**src/design/rgb_led_strip_range_driver_core_assert.svh**
```systemverilog
// ----------------------------------------------------------------------------
// RGB LED strip range driver - assertion macros
// Shared concurrent assertion forms, clocked on clk, quiet during reset.
// ----------------------------------------------------------------------------
`ifndef RGB_LED_STRIP_RANGE_DRIVER_CORE_ASSERT_SVH
`define RGB_LED_STRIP_RANGE_DRIVER_CORE_ASSERT_SVH

// same-cycle implication
`define RLSRD_ASSERT_IMP(label, ante, cons, msg) \
	label: assert property (@(posedge clk) disable iff (!arst_n) (ante) |-> (cons)) \
		else $error(msg);

// next-cycle implication
`define RLSRD_ASSERT_NXT(label, ante, cons, msg) \
	label: assert property (@(posedge clk) disable iff (!arst_n) (ante) |=> (cons)) \
		else $error(msg);

`endif

```
**src/design/rlsrd_pkg.sv**
```systemverilog
// ----------------------------------------------------------------------------
// RGB LED strip range driver - package
// Shared widths, codes, beat types and register defaults.
// ----------------------------------------------------------------------------
package rlsrd_pkg;

	// strip size cap for led_count
	localparam int MAX_LEDS = 1024;

	localparam int LED_W        = 11;
	localparam int COLOR_W      = 8;
	localparam int PULSE_W      = 8;
	localparam int TICK_W       = 16;
	localparam int BIT_W        = 5;
	localparam int WORD_W       = 3 * COLOR_W;
	localparam int REG_IDX_W    = 8;
	localparam int REG_DATA_W   = 16;

	// register map
	typedef enum logic [REG_IDX_W-1:0] {
		REG_LED_COUNT   = 8'd0,
		REG_SHORT_TICKS = 8'd1,
		REG_LONG_TICKS  = 8'd2,
		REG_RESET_TICKS = 8'd3
	} reg_idx_t;

	// register reset values
	localparam logic [LED_W-1:0]   LED_COUNT_RST   = 11'd0;
	localparam logic [PULSE_W-1:0] SHORT_TICKS_RST = 8'd6;
	localparam logic [PULSE_W-1:0] LONG_TICKS_RST  = 8'd25;
	localparam logic [TICK_W-1:0]  RESET_TICKS_RST = 16'd2400;

	// last bit of an LED word
	localparam logic [BIT_W-1:0] LAST_BIT = BIT_W'(WORD_W - 1);

	// line sequencer phase
	typedef enum logic [2:0] {
		PH_IDLE = 3'b001,
		PH_SEND = 3'b010,
		PH_GAP  = 3'b100
	} phase_t;

	typedef struct packed {
		logic               action;
		logic [LED_W-1:0]   first_led;
		logic [LED_W-1:0]   end_led;
		logic [COLOR_W-1:0] red;
		logic [COLOR_W-1:0] green;
		logic [COLOR_W-1:0] blue;
	} item_t;

	typedef struct packed {
		logic line_level;
		logic busy_res;
		logic command_rejected;
		logic frame_done;
	} result_t;

	typedef struct packed {
		logic [REG_IDX_W-1:0]  reg_index;
		logic [REG_DATA_W-1:0] wdata;
	} cfg_beat_t;

	// register file contents handed to the sequencer
	typedef struct packed {
		logic [LED_W-1:0]   led_count;
		logic [PULSE_W-1:0] short_ticks;
		logic [PULSE_W-1:0] long_ticks;
		logic [TICK_W-1:0]  reset_ticks;
	} cfg_regs_t;

endpackage

```
**src/design/rlsrd_chan_if.sv**
```systemverilog
// ----------------------------------------------------------------------------
// RGB LED strip range driver - channel interface
// Valid/ready channel carrying one payload beat of type T.
// ----------------------------------------------------------------------------
interface rlsrd_chan_if #(
	parameter type T = logic
);
	logic valid;
	logic ready;
	T     data;

	modport source (output valid, output data, input ready);
	modport sink   (input valid, input data, output ready);
endinterface

```
**src/design/rgb_led_strip_range_driver_core.sv**
```systemverilog
// ----------------------------------------------------------------------------
// RGB LED strip range driver - top level
// Input register, line sequencer step and result register for one-wire strips.
// ----------------------------------------------------------------------------
// The block takes one item per clock while the result side is ready and
// returns one result for each: the beat is captured in an input register,
// the sequencer steps its frame state once from that register, and the
// result lands in an output register. The single sequencer step per cycle
// sets the throughput of one item per cycle; a stall on the result side
// holds both registers and deasserts items.ready, so no item is dropped.
// The configuration port is always ready and its writes act on the next
// step.
`include "rgb_led_strip_range_driver_core_assert.svh"

module rgb_led_strip_range_driver_core
	import rlsrd_pkg::*;
(
	input  logic        clk,
	input  logic        arst_n,
	rlsrd_chan_if.sink   cfg,
	rlsrd_chan_if.sink   items,
	rlsrd_chan_if.source results
);

	cfg_regs_t regs;
	item_t     item_s1;
	logic      valid_s1;
	result_t   step_res;
	result_t   res_q;
	logic      res_valid_q;
	logic      adv;

	// configuration registers
	rlsrd_cfg u_cfg (
		.clk      (clk),
		.arst_n   (arst_n),
		.wr_valid (cfg.valid),
		.wr_ready (cfg.ready),
		.wr_beat  (cfg.data),
		.regs     (regs)
	);

	// the stage-1 beat moves on when the result register frees up
	assign adv         = valid_s1 && (!res_valid_q || results.ready);
	assign items.ready = !valid_s1 || adv;

	// input register
	always_ff @(posedge clk or negedge arst_n) begin
		if (!arst_n) begin
			valid_s1 <= 1'b0;
		end else if (items.valid && items.ready) begin
			valid_s1 <= 1'b1;
		end else if (adv) begin
			valid_s1 <= 1'b0;
		end
	end

	always_ff @(posedge clk) begin
		if (items.valid && items.ready) begin
			item_s1 <= items.data;
		end
	end

	// sequencer
	rlsrd_engine u_engine (
		.clk     (clk),
		.arst_n  (arst_n),
		.step_en (adv),
		.item    (item_s1),
		.regs    (regs),
		.result  (step_res)
	);

	// result register
	always_ff @(posedge clk or negedge arst_n) begin
		if (!arst_n) begin
			res_valid_q <= 1'b0;
		end else if (adv) begin
			res_valid_q <= 1'b1;
		end else if (results.ready) begin
			res_valid_q <= 1'b0;
		end
	end

	always_ff @(posedge clk) begin
		if (adv) begin
			res_q <= step_res;
		end
	end

	assign results.valid = res_valid_q;
	assign results.data  = res_q;

	// checks
	`RLSRD_ASSERT_NXT(a_step_lands, adv, res_valid_q, "stepped beat did not reach result register")
	`RLSRD_ASSERT_IMP(a_done_idle, res_valid_q && res_q.frame_done, !res_q.busy_res, "frame_done while still busy")
	`RLSRD_ASSERT_IMP(a_reject_busy, res_valid_q && res_q.command_rejected, res_q.busy_res, "rejected command while idle")

endmodule

```
**src/design/rlsrd_cfg.sv**
```systemverilog
// ----------------------------------------------------------------------------
// RGB LED strip range driver - configuration registers
// Holds led_count and the pulse and gap durations; always ready.
// ----------------------------------------------------------------------------
module rlsrd_cfg
	import rlsrd_pkg::*;
(
	input  logic                  clk,
	input  logic                  arst_n,
	input  logic                  wr_valid,
	output logic                  wr_ready,
	input  cfg_beat_t             wr_beat,
	output cfg_regs_t             regs
);

	cfg_regs_t regs_q;

	assign wr_ready = 1'b1;
	assign regs     = regs_q;

	// register writes; unknown indexes are dropped
	always_ff @(posedge clk or negedge arst_n) begin
		if (!arst_n) begin
			regs_q.led_count   <= LED_COUNT_RST;
			regs_q.short_ticks <= SHORT_TICKS_RST;
			regs_q.long_ticks  <= LONG_TICKS_RST;
			regs_q.reset_ticks <= RESET_TICKS_RST;
		end else if (wr_valid) begin
			unique case (wr_beat.reg_index)
				REG_LED_COUNT:   regs_q.led_count   <= wr_beat.wdata[LED_W-1:0];
				REG_SHORT_TICKS: regs_q.short_ticks <= wr_beat.wdata[PULSE_W-1:0];
				REG_LONG_TICKS:  regs_q.long_ticks  <= wr_beat.wdata[PULSE_W-1:0];
				REG_RESET_TICKS: regs_q.reset_ticks <= wr_beat.wdata[TICK_W-1:0];
				default: ;
			endcase
		end
	end

endmodule

```
**src/design/rlsrd_engine.sv**
```systemverilog
// ----------------------------------------------------------------------------
// RGB LED strip range driver - line sequencer
// Frame state and the one-beat step: start, bit timing, LED advance, gap.
// ----------------------------------------------------------------------------
module rlsrd_engine
	import rlsrd_pkg::*;
(
	input  logic      clk,
	input  logic      arst_n,
	input  logic      step_en,
	input  item_t     item,
	input  cfg_regs_t regs,
	output result_t   result
);

	phase_t              phase_q, phase_n;
	logic [LED_W-1:0]    led_index_q, led_index_n;
	logic [BIT_W-1:0]    bit_index_q, bit_index_n;
	logic                second_half_q, second_half_n;
	logic [TICK_W-1:0]   tick_q, tick_n;
	logic [WORD_W-1:0]   shift_q, shift_n;
	logic [WORD_W-1:0]   colour_q, colour_n;
	logic [LED_W-1:0]    first_q, first_n;
	logic [LED_W-1:0]    end_q, end_n;

	logic [LED_W-1:0]    frame_len;
	logic [TICK_W-1:0]   tick_inc;
	logic [PULSE_W-1:0]  dur;
	logic [LED_W-1:0]    led_next;
	logic [WORD_W-1:0]   next_word;
	logic                rejected;
	logic                done;

	// led_count saturated to the strip cap
	assign frame_len = (int'(regs.led_count) > MAX_LEDS) ? LED_W'(MAX_LEDS) : regs.led_count;

	assign tick_inc  = tick_q + 1'b1;
	assign dur       = (shift_q[WORD_W-1] ^ second_half_q) ? regs.long_ticks : regs.short_ticks;
	assign led_next  = led_index_q + 1'b1;
	assign next_word = (led_next >= first_q && led_next < end_q) ? colour_q : '0;

	// one step of the line waveform
	always_comb begin
		phase_n       = phase_q;
		led_index_n   = led_index_q;
		bit_index_n   = bit_index_q;
		second_half_n = second_half_q;
		tick_n        = tick_q;
		shift_n       = shift_q;
		colour_n      = colour_q;
		first_n       = first_q;
		end_n         = end_q;
		rejected      = 1'b0;
		done          = 1'b0;

		if (item.action) begin
			if (phase_q != PH_IDLE) begin
				rejected = 1'b1;
			end else begin
				first_n       = item.first_led;
				end_n         = item.end_led;
				colour_n      = {item.green, item.red, item.blue};
				led_index_n   = '0;
				bit_index_n   = '0;
				second_half_n = 1'b0;
				tick_n        = '0;
				if (frame_len == '0) begin
					phase_n = PH_GAP;
					shift_n = '0;
				end else begin
					phase_n = PH_SEND;
					shift_n = (item.first_led == '0 && item.end_led != '0) ?
						{item.green, item.red, item.blue} : '0;
				end
			end
		end else begin
			unique case (phase_q)
				PH_SEND: begin
					tick_n = tick_inc;
					if (tick_inc >= {{(TICK_W-PULSE_W){1'b0}}, dur}) begin
						tick_n = '0;
						if (!second_half_q) begin
							second_half_n = 1'b1;
						end else begin
							second_half_n = 1'b0;
							shift_n       = {shift_q[WORD_W-2:0], 1'b0};
							bit_index_n   = bit_index_q + 1'b1;
							if (bit_index_q == LAST_BIT) begin
								bit_index_n = '0;
								led_index_n = led_next;
								if (led_next >= frame_len) begin
									phase_n = PH_GAP;
									shift_n = '0;
								end else begin
									shift_n = next_word;
								end
							end
						end
					end
				end
				PH_GAP: begin
					tick_n = tick_inc;
					if (tick_inc >= regs.reset_ticks) begin
						tick_n      = '0;
						phase_n     = PH_IDLE;
						led_index_n = '0;
						done        = 1'b1;
					end
				end
				default: ;
			endcase
		end

		result.line_level       = (phase_q == PH_SEND) && !second_half_q;
		result.busy_res         = (phase_n != PH_IDLE);
		result.command_rejected = rejected;
		result.frame_done       = done;
	end

	// sequencer state
	always_ff @(posedge clk or negedge arst_n) begin
		if (!arst_n) begin
			phase_q       <= PH_IDLE;
			led_index_q   <= '0;
			bit_index_q   <= '0;
			second_half_q <= 1'b0;
			tick_q        <= '0;
			shift_q       <= '0;
			colour_q      <= '0;
			first_q       <= '0;
			end_q         <= '0;
		end else if (step_en) begin
			phase_q       <= phase_n;
			led_index_q   <= led_index_n;
			bit_index_q   <= bit_index_n;
			second_half_q <= second_half_n;
			tick_q        <= tick_n;
			shift_q       <= shift_n;
			colour_q      <= colour_n;
			first_q       <= first_n;
			end_q         <= end_n;
		end
	end

endmodule
```
**src/flat_wrapper.sv**
```systemverilog
// flat-port wrapper written by rule: the top's interface ports become plain ports
module rgb_led_strip_range_driver_core_flat import rlsrd_pkg::*;
  (clk, arst_n, cfg_valid, cfg_data, cfg_ready, items_valid, items_data, items_ready, results_valid, results_data, results_ready);
  rlsrd_chan_if cfg_i ();
  rlsrd_chan_if items_i ();
  rlsrd_chan_if results_i ();
  input  logic clk;
  input  logic arst_n;
  input wire logic [$bits(cfg_i.valid)-1:0] cfg_valid;
  input wire logic [$bits(cfg_i.data)-1:0] cfg_data;
  output wire logic [$bits(cfg_i.ready)-1:0] cfg_ready;
  input wire logic [$bits(items_i.valid)-1:0] items_valid;
  input wire logic [$bits(items_i.data)-1:0] items_data;
  output wire logic [$bits(items_i.ready)-1:0] items_ready;
  output wire logic [$bits(results_i.valid)-1:0] results_valid;
  output wire logic [$bits(results_i.data)-1:0] results_data;
  input wire logic [$bits(results_i.ready)-1:0] results_ready;
  assign cfg_i.valid = cfg_valid;
  assign cfg_i.data = cfg_data;
  assign cfg_ready = cfg_i.ready;
  assign items_i.valid = items_valid;
  assign items_i.data = items_data;
  assign items_ready = items_i.ready;
  assign results_valid = results_i.valid;
  assign results_data = results_i.data;
  assign results_i.ready = results_ready;
  rgb_led_strip_range_driver_core u_core (.clk(clk), .arst_n(arst_n), .cfg(cfg_i), .items(items_i), .results(results_i));
endmodule
```
**config.mk**
```make
export PLATFORM = sky130hd
export DESIGN_NAME = rgb_led_strip_range_driver_core_flat
export DESIGN_NICKNAME = d
export VERILOG_FILES = /design/src/design/rlsrd_pkg.sv /design/src/design/rlsrd_chan_if.sv /design/src/design/rgb_led_strip_range_driver_core.sv /design/src/design/rlsrd_cfg.sv /design/src/design/rlsrd_engine.sv /design/src/flat_wrapper.sv
export VERILOG_INCLUDE_DIRS = /design/src /design/src/design
export SDC_FILE = /design/constraint.sdc
export NUM_CORES = 1
export LEC_CHECK = 0
export ABC_CLOCK_PERIOD_IN_PS = 6600
export BUFFER_PORTS_ARGS = -buffer_cell sky130_fd_sc_hd__buf_2
export CORE_ASPECT_RATIO = 1.75
export CORE_MARGIN = 5
export CORE_UTILIZATION = 40
export DETAILED_ROUTE_END_ITERATION = 7
export GPL_TIMING_DRIVEN = 0
export PLACE_DENSITY = 0.58
export SYNTH_ARGS = -nofsm -noshare
export SYNTH_HDL_FRONTEND = slang
export SYNTH_SLANG_ARGS = --single-unit
```
**constraint.sdc**
```tcl
create_clock -name clk -period 6.6 [get_ports clk]
set_input_delay 0.66 -clock clk [delete_from_list [all_inputs] [get_ports clk]]
set_output_delay 0.66 -clock clk [all_outputs]
set_load 0.02 [all_outputs]
```
# Word-level counts from Yosys, hierarchy flattened
# Index checks and enable logic that the tools add are counted.
# op_classes
n_addsub,3
n_lt_le_gt_ge,4
n_eq_ne,11
muxes,32
bitwise,1
reduce_logical,14
# ops
operator,n
24-bit 2-to-1 mux,4
11-bit 2-to-1 mux,5
16-bit 2-to-1 mux,2
16-bit case mux with 2 select lines,1
5-bit 2-to-1 mux,5
11-bit case mux with 2 select lines,1
16-bit by 1-bit adder with 16-bit output (second input constant),1
16-bit by 12-bit greater-or-equal comparator with 1-bit output (second input constant),1
16-bit by 5-bit greater-or-equal comparator with 1-bit output,1
3-bit 2-to-1 mux,5
11-bit by 1-bit adder with 11-bit output (second input constant),1
11-bit greater-or-equal comparator,1
1-bit by 11-bit greater-than comparator with 1-bit output (second input constant),1
1-bit 2-to-1 mux,8
2-bit by 1-bit != test with 1-bit output (second input constant),4
2-bit != test (second input constant),4
7-bit AND reduction,1
3-bit case mux with 2 select lines,1
6-bit AND reduction,1
2-bit nonzero test,3
5-bit by 1-bit adder with 5-bit output (second input constant),1
5-bit == test (second input constant),1
4-bit AND reduction,1
3-bit by 2-bit == test with 1-bit output (second input constant),1
7 further kinds,10
# totals
regBits,64
input_bits,7
elab_cells,75

# Depth between registers and ports, before layout
# Gate-level depths: netlist of the first run.
# depth
word_depth,8
depth_mapped,8

# By module
# From an unflattened synthesis of the first run, not the netlist that was laid out.
# unflattened
cells_unflattened,802
area_unflattened_um2,8665.8
# modules_own_cells
mod,n_inst,cells_per_inst,area_per_inst_um2,seq_area_each_um2
rlsrd_engine,1,695,6757.7,2653.8
rlsrd_cfg,1,96,1740.4,1087.3
rgb_led_strip_range_driver_core,1,11,167.7,110.1

# Worst setup path after synthesis of the first run
# No wires, ideal clock.
# synth_path
kind,register to register
start,reg u_core.u_engine.tick_q[0]
end,"reg u_core.res_q, in the netlist u_core.results.data, data pin"
setup_time_ns,0.255
t_arrival_ns,2.137
required_time_ns,6.345
setup_slack_ns,4.208
path_stages_with_launch,8
n_path_buf,0
path_cell_list,dfrtp_1 -> ha_1 -> nand3_1 -> nor4b_2 -> mux2_2 -> o31ai_4 -> o21ai_2 -> and3b_1
# synth_via
elab_chain_cells,3
# synth_lines
item,line_no,rtl
start: declaration,rlsrd_engine.sv:20,"logic [TICK_W-1:0] tick_q, tick_n;"
start signal: assignment,rlsrd_engine.sv:137,tick_q <= tick_n;
16-bit by 1-bit adder with 16-bit output,rlsrd_engine.sv:37,assign tick_inc = tick_q + 1'b1;
16-bit by 12-bit greater-or-equal comparator with 1-bit output,rlsrd_engine.sv:103,if (tick_inc >= regs.reset_ticks) begin
1-bit 2-to-1 mux,rlsrd_engine.sv:103,
end signal: assignment,rgb_led_strip_range_driver_core.sv:87,res_q <= step_res;
end: declaration,rgb_led_strip_range_driver_core.sv:29,result_t res_q;
# No other way between the ends.
# A chain may end at the register's enable or synchronous reset.

# Worst setup path after layout of the first run
# Ends and elaborated chain as after synthesis.

==> results of run 1 <==
==> state kept, by name, summed over array words and instances (netlist names) <==
signal and cells:
u_core.u_engine.tick_q 16, u_core.results.valid 1, u_core.results.data 1, u_core.valid_s1 1, u_core.u_engine.phase_q 2
==> routing by layer <==
metal  vias up  track usage, %
met5         -               0
met4         0           7.080
met3         7           2.192
met2        25           26.94
met1       565           18.46
li1        550               -
==> worst max path at each step <==
stage                                  to                      start  depth (start not counted)
2_1_floorplan         u_core.results.data  u_core.u_engine.tick_q[0]                          7
3_3_place_gp          u_core.results.data  u_core.u_engine.tick_q[0]                          7
3_5_place_dp          u_core.results.data  u_core.u_engine.tick_q[0]                          7
4_1_cts               u_core.results.data  u_core.u_engine.tick_q[0]                          7
5_1_grt        u_core.u_engine.tick_q[10]  u_core.u_engine.tick_q[0]                          8
6_report              u_core.results.data  u_core.u_engine.tick_q[0]                          7
==> cells in the mapped netlist (all sizes together), types with 2 or more instances <==
cell type / number
a2111oi: 2
a21oi: 3
and2: 7
and3: 2
and3b: 2
and4: 2
buf: 4
clkbuf: 2
dfrtp: 19
ha: 2
inv: 3
nand2: 24
nand2b: 7
nand3: 7
nand3b: 2
nand4: 2
nor2: 7
nor3: 5
o2111ai: 2
o211ai: 12
o21ai: 5
o31ai: 2
or3: 2
xor2: 2
==> logic make-up after synthesis <==
logic type | count (synthesis) | share of synthesized area, %
compound gates | 33 | 24.80
xor+xnor | 3 | 1.860
fa+ha+maj | 2 | 1.771
buf+inv | 9 | 3.809
flops | 21 | 37.64
mux | 2 | 1.506
other cells | 1 | 0.2655
simple gates | 73 | 28.34
==> metrics by stage <==
step | hold WS (ns) | worst slack, ns | cell area, µm²
global placement | 0.4786 | 3.828 | 1499
global route | 0.3638 | 3.558 | 1544
CTS | 0.3498 | 3.748 | 1544
finish | 0.3234 | 3.692 | 1544
floorplan | 0.3644 | 4.208 | 1413
detailed placement | 0.4904 | 3.737 | 1499
==> power groups by stage <==
| stage | Clock (W) | Sequential [W] | Combinational, W |
|---|---|---|---|
| detailed placement | 0 | 0.000134 | 0.00000959 |
| CTS | 0.0000907 | 0.000132 | 0.00000958 |
| global route | 0.0000973 | 0.000132 | 0.0000104 |
| finish | 0.0000892 | 0.000132 | 0.00000919 |
| global placement | 0 | 0.000134 | 0.00000950 |
| floorplan | 0 | 0.000135 | 0.00000355 |
==> cell type report <==
type / count / area share (%)
plain buffers: 6 / 2.755
repair buffers: 6 / 1.945
well taps: 45 / 3.647
multi-input cells: 114 / 53.57
flip-flops and latches: 21 / 34.44
inverters: 3 / 0.7293
clock buffers: 4 / 2.917
==> worst max-delay path: stages, from the launching register on <==
cell and delay (ns):
dfrtp_1 0.50, ha_1 0.28, nand3_1 0.27, nor4b_2 0.38
mux2_2 0.40, o31ai_4 0.44, o21ai_2 0.18, and3b_1 0.21
==> cell usage in the layout, fill, tap and decap left out, types with 2 or more instances in the layout <==
| master | netlist | final |
|---|---|---|
| buf_6 | 2 | 2 |
| nor2_1 | 6 | 6 |
| nand2b_1 | 7 | 7 |
| o21ai_1 | 3 | 3 |
| clkbuf_1 | 2 | 3 |
| o211ai_2 | 7 | 7 |
| buf_2 | 1 | 7 |
| and4_1 | 2 | 2 |
| o2111ai_1 | 2 | 2 |
| or3_1 | 2 | 2 |
| and2_1 | 7 | 7 |
| clkbuf_8 | 0 | 3 |
| nor3_1 | 5 | 5 |
| xor2_1 | 2 | 2 |
| inv_1 | 3 | 3 |
| dfrtp_1 | 19 | 19 |
| ha_1 | 2 | 2 |
| a21oi_1 | 3 | 3 |
| nand3b_1 | 2 | 2 |
| and3_1 | 2 | 2 |
| o211ai_1 | 5 | 5 |
| and3b_1 | 2 | 2 |
| nand3_1 | 6 | 6 |
| nand2_1 | 24 | 24 |
==> results.json, run 1 <==
{
  "status": "finished, final reports clean",
  "switching_share_pct": 23.04,
  "clockBufferDepth": 2,
  "r2r_end": "u_core.results.data",
  "tns_ns": 0,
  "worstMarginPinSlew_ns": 0.7014,
  "multi_input_area_um2": 827.0,
  "grt_max_degree": 21,
  "nets": 164,
  "worstPathArrival_ns": 2.94,
  "p_leak_nw": 0.6648,
  "internal_power_w": 0.0001770,
  "drc_errors": 0,
  "area_growth_pct": 9.300,
  "drv_cap": 0,
  "antenna_found_initial": 0,
  "synth_top_cell_by_area": "dfrtp_1",
  "gp_congestion": 0.8301,
  "core_area_um2": 3398,
  "fin_cells": 199,
  "synth_async_sr_flop_share_pct": 95.24,
  "worstRegToRegCells": 7,
  "highest_layer": "met4",
  "vias": 1147,
  "r2r_setup_slack_ns": 3.69,
  "ir_worst_vdd_uv": 95.25,
  "dr.pass1.iters": 4,
  "cts_resized": 0,
  "grt_util_all_layers_pct": 15.64,
  "cp-end-kind": "flip-flop",
  "die_h_um": 88.62,
  "seq_power_share_pct": 57.2,
  "post_cts_buffers": 0,
  "grt-ovfl-total": 0,
  "htree_levels": 1,
  "rows": 28,
  "cts_hold_buf": 0,
  "synth_seq_cells": 21,
  "rsz0062_at_grt": "no",
  "syn_area_um2": 1413,
  "final_max_slew_viol_count": 0,
  "cts-root-buf": "clkbuf_8",
  "pwr-share-clk_pct": 38.8,
  "routed_via_density": 5.764,
  "syn_area_per_cell_um2": 9.810,
  "yosys_warnings": 0,
  "drtIter0Drc": 36,
  "crit_fanout": 9,
  "final_core_util_pct": 45.43,
  "grt_pass1_vias": 1215,
  "fp.dieW_um": 54.92,
  "yosys.cell_types.count": 51,
  "yosysSeqAreaShare_pct": 37.64,
  "tritoncts": "built",
  "dr_wl_met2_um": 1764,
  "drive_gt1_share_pct": 21.43,
  "nFillCells": 341,
  "min_path_type": "in2async",
  "critical_path_class": "reg2reg",
  "relSlewSlack_pct": 53.24,
  "m1WireLength_um": 1277,
  "start_kind": "flip-flop",
  "cts.clk_slew.worst_paths_ns": 0.08,
  "routedWlPerCell_um": 16.15,
  "diodes": 0,
  "dp_hpwl_um": 2302,
  "setup_viol": 0,
  "fin_crit_sh_pct": 44.07,
  "finalHoldViolCount": 0,
  "seq_area_um2": 531.8,
  "r2r_start": "u_core.u_engine.tick_q[0]",
  "ys_top_cells_by_area": "dfrtp_1 34%, nand2_1 6.4%, o211ai_2 6.2%",
  "postRouteAntennaNets": 0,
  "wl_um": 3213,
  "crit_required_ns": 6.63,
  "syn-num-nets": 153,
  "port_buffers": 6,
  "p_sw_w": 0.00005299,
  "syn_inst": 144,
  "skew_ns": 0.005029,
  "initial_utilization_pct": 41.57,
  "synth_edf_count": 1,
  "ys.flop_type": "dfrtp_1",
  "die_area_um2": 4867,
  "comb_power_share_pct": 4.0,
  "fin_crit_ns": 2.908,
  "grt_pass1_wl_um": 5492,
  "ios": 11,
  "cts_sinks": 21,
  "synth_top_area_share_pct": 33.66,
  "clock_latency_ns": 0.27,
  "cts_inserted_buffers": 3,
  "dpl.cell_count": 195,
  "power.density_nw_per_um2": 148.9,
  "met3_wirelength_um": 101,
  "timing.fmax_ghz": 0.3438,
  "power.total_w": 0.0002299
}
Note: power is estimated with default switching activity, not from simulation.
==> inputs of run 2 (changes only) <==
ABC_AREA = 1   (was not set)
ABC_CLOCK_PERIOD_IN_PS = 2350   (was 6600)
PLACE_DENSITY = 0.6   (was 0.58)
clock period = 2.35 ns   (was 6.6 ns; I/O delays follow)
==> run 2 against run 1 <==
Against the previous run:
- first-iteration DRC count up 2.8%
- critical path type unchanged
- die area is 5.8% lower
- non-clock buffer count decreased by 1
- worst hold slack got worse by 0.17 ns
- register-to-register slack lost 3.4 ns
- flip-flop and latch count unchanged
==> results.json, run 2 <==
{
  "status": "finished, final reports clean",
  "grt_max_degree": 21,
  "crit_required_ns": 2.37,
  "yosys_warnings": 0,
  "relSlewSlack_pct": 63.80,
  "place_area_um2": 1401,
  "drc_errors": 0,
  "fin_crit_sh_pct": 85.85,
  "grt_busiest_layer": "met2",
  "synth_top_area_share_pct": 36.09,
  "finalWorstSetupSlack_ns": 0.3325,
  "cts_sinks": 21,
  "ys_top_cells_by_area": "dfrtp_1 36%, nand2_1 17%, inv_1 6.3%",
  "fp.dieW_um": 53.39,
  "p_leak_nw": 0.6972,
  "largest_reg_flops": 16,
  "cts-root-buf": "clkbuf_8",
  "post_cts_buffers": 0,
  "syn_area_per_cell_um2": 7.200,
  "crit_fanout": 10,
  "rsz0062_at_grt": "no",
  "wl_um": 2846,
  "nFillCells": 337,
  "postRouteAntennaNets": 0,
  "nets": 204,
  "tns_ns": 0,
  "area_growth_pct": 10.64,
  "largest-register": "u_core.u_engine.tick_q",
  "dr.pass1.iters": 4,
  "power.density_nw_per_um2": 651.2,
  "synth_top_cells_by_count": "61 x nand2_1, 22 x inv_1, 19 x dfrtp_1, 19 x nor2_1, 11 x nand3_1",
  "drv_cap": 0,
  "gp_congestion": 0.8838,
  "use_met3_pct": 2.261,
  "timing.fmax_ghz": 0.4957,
  "grt_pass1_vias": 1163,
  "worstPathArrival_ns": 2.04,
  "grt-ovfl-total": 0,
  "drtIter0Drc": 37,
  "dp_hpwl_um": 2174,
  "cts.clk_slew.worst_paths_ns": 0.08,
  "worstMarginPinSlew_ns": 0.5410,
  "syn-num-nets": 192,
  "top_regs": "u_core.u_engine.tick_q (16), u_core.u_engine.phase_q (2)",
  "skew_ns": 0.003900,
  "die_area_um2": 4587,
  "core_area_um2": 3176,
  "clockBufferDepth": 2,
  "syn_area_um2": 1318,
  "cts_inserted_buffers": 3,
  "fin_crit_ns": 2.018,
  "routedWlPerCell_um": 12.01,
  "layout_commonest_cell": "nand2_1",
  "final_cell_mix": "61 x nand2_1, 22 x inv_1, 19 x nor2_1, 19 x dfrtp_1, 11 x nand3_1",
  "ys.flop_type": "dfrtp_1",
  "ir_worst_vdd_uv": 549.0,
  "syn_inst": 183,
  "synth_most_common_cell": "nand2_1",
  "htree_levels": 1,
  "yosysSeqAreaShare_pct": 40.36,
  "initial_utilization_pct": 41.49,
  "stdcell_area_um2": 1458,
  "synth_top_cell_by_area": "dfrtp_1",
  "preCtsSetupSlack_ns": 0.3369,
  "clock_latency_ns": 0.26,
  "routed_via_density": 4.907,
  "port_buffers": 6,
  "cp-end-kind": "flip-flop",
  "tritoncts": "built",
  "grt_use_met1_pct": 16.20,
  "final_max_slew_viol_count": 0,
  "critical_path_class": "reg2reg",
  "yosys.cell_types.count": 28,
  "die_h_um": 85.92,
  "start_kind": "flip-flop",
  "min_path_type": "in2reg",
  "synth_edf_count": 1,
  "grt_pass1_wl_um": 4961,
  "drive_gt1_share_pct": 15.98,
  "grt_use_met2_pct": 25.36,
  "grt_util_all_layers_pct": 14.39,
  "synth_seq_cells": 21,
  "setup_viol": 0,
  "diodes": 0,
  "ios": 11,
  "vias": 1163,
  "finalHoldViolCount": 0,
  "rows": 27,
  "antenna_found_initial": 0,
  "synth_async_sr_flop_share_pct": 95.24
}
[run 2: changes by cell type in the layout (fill, tap and decap cells not counted), moves of 6 or more]
cell	before	now
a21oi_1	3	9
and2_1	7	1
inv_1	3	22
nand2_1	24	61
nand2_2	0	8
nand2b_1	7	0
nor2_1	6	19
o211ai_2	7	0
[run 2: critical path, stage by stage (launching register included)]
cell and delay, ns:
dfrtp_1 0.41, ha_1 0.21, nand2_2 0.11, nor2_4 0.21, nand2_1 0.07, nand2_1 0.08
nand2_1 0.07, nor2_2 0.12, nand2_1 0.07, nand3_2 0.09, nand2_2 0.07, nand2_2 0.07
buf_6 0.14, inv_1 0.05
[run 2: timing repair]
item / in CTS / in global routing
hold buffers: 1 / 0
endpoints found under the setup margin: 0 / 0
gates resized for setup: 0 / 0
endpoints found under the hold margin: 19 / 0
[run 2: worst paths after layout]
check	to	from	depth (start not counted)	slack, ns
min	u_core.valid_s1	items_valid	3	0.16
max	u_core.results.data	u_core.u_engine.tick_q[1]	13	0.33
max reg2reg	u_core.results.data	u_core.u_engine.tick_q[1]	13	0.33
min in group asynchronous	u_core.u_engine.tick_q[10]	arst_n	2	0.46
min reg2reg	u_core.u_engine.phase_q[2]	u_core.u_engine.phase_q[2]	2	0.51
max in group asynchronous	u_core.u_engine.phase_q[0]	arst_n	2	1.53
[run 2: cell families after synthesis]
kind of cell / after synthesis / synth area share [%]
AND/OR/NAND/NOR: 116 / 40.65
AO/OA/AOI/OAI: 14 / 5.793
buffers and inverters: 26 / 9.022
flip-flops: 21 / 40.36
XOR/XNOR: 3 / 1.995
adder cells (fa/ha/maj): 2 / 1.899
other: 1 / 0.2846
[run 2: layout make-up]
| class | count | area [µm²] | area share [%] |
|---|---|---|---|
| clock inverters | 1 | 5.005 | 0.3433 |
| well taps | 43 | 53.80 | 3.691 |
| plain buffers | 4 | 36.28 | 2.489 |
| flip-flops and latches | 21 | 531.8 | 36.48 |
| clock buffers | 3 | 41.29 | 2.833 |
| repair buffers | 7 | 40.04 | 2.747 |
| multi-input cells | 136 | 666.9 | 45.75 |
| inverters | 22 | 82.58 | 5.665 |
[run 2: metrics by stage]
stage | hold slack (ns) | total power (W) | utilization, % | instances
global route | 0.1442 | 0.001024 | 45.90 | 237
detailed placement | 0.2184 | 0.0007183 | 44.13 | 232
CTS | 0.1526 | 0.0009603 | 45.90 | 237
finish | 0.1566 | 0.0009492 | 45.90 | 237
floorplan | -0.06059 | 0.0006527 | - | 183
global placement | 0.2088 | 0.0007024 | 44.13 | 232
[run 2: power by group]
part | total, W | switching [W] | internal [W]
Combinational | 0.000222 | 0.000141 | 0.0000815
Clock | 0.000241 | 0.000123 | 0.000118
Sequential | 0.000486 | 0.0000530 | 0.000433
[run 2: per-layer routing]
| metal | up-vias | share of wire (%) | routed length [µm] |
|---|---|---|---|
| met5 | - | 0 | 0 |
| met4 | 0 | 2.5 | 70 |
| met3 | 10 | 2.3 | 65 |
| met2 | 19 | 55 | 1574 |
| met1 | 544 | 40 | 1136 |
| li1 | 590 | - | - |
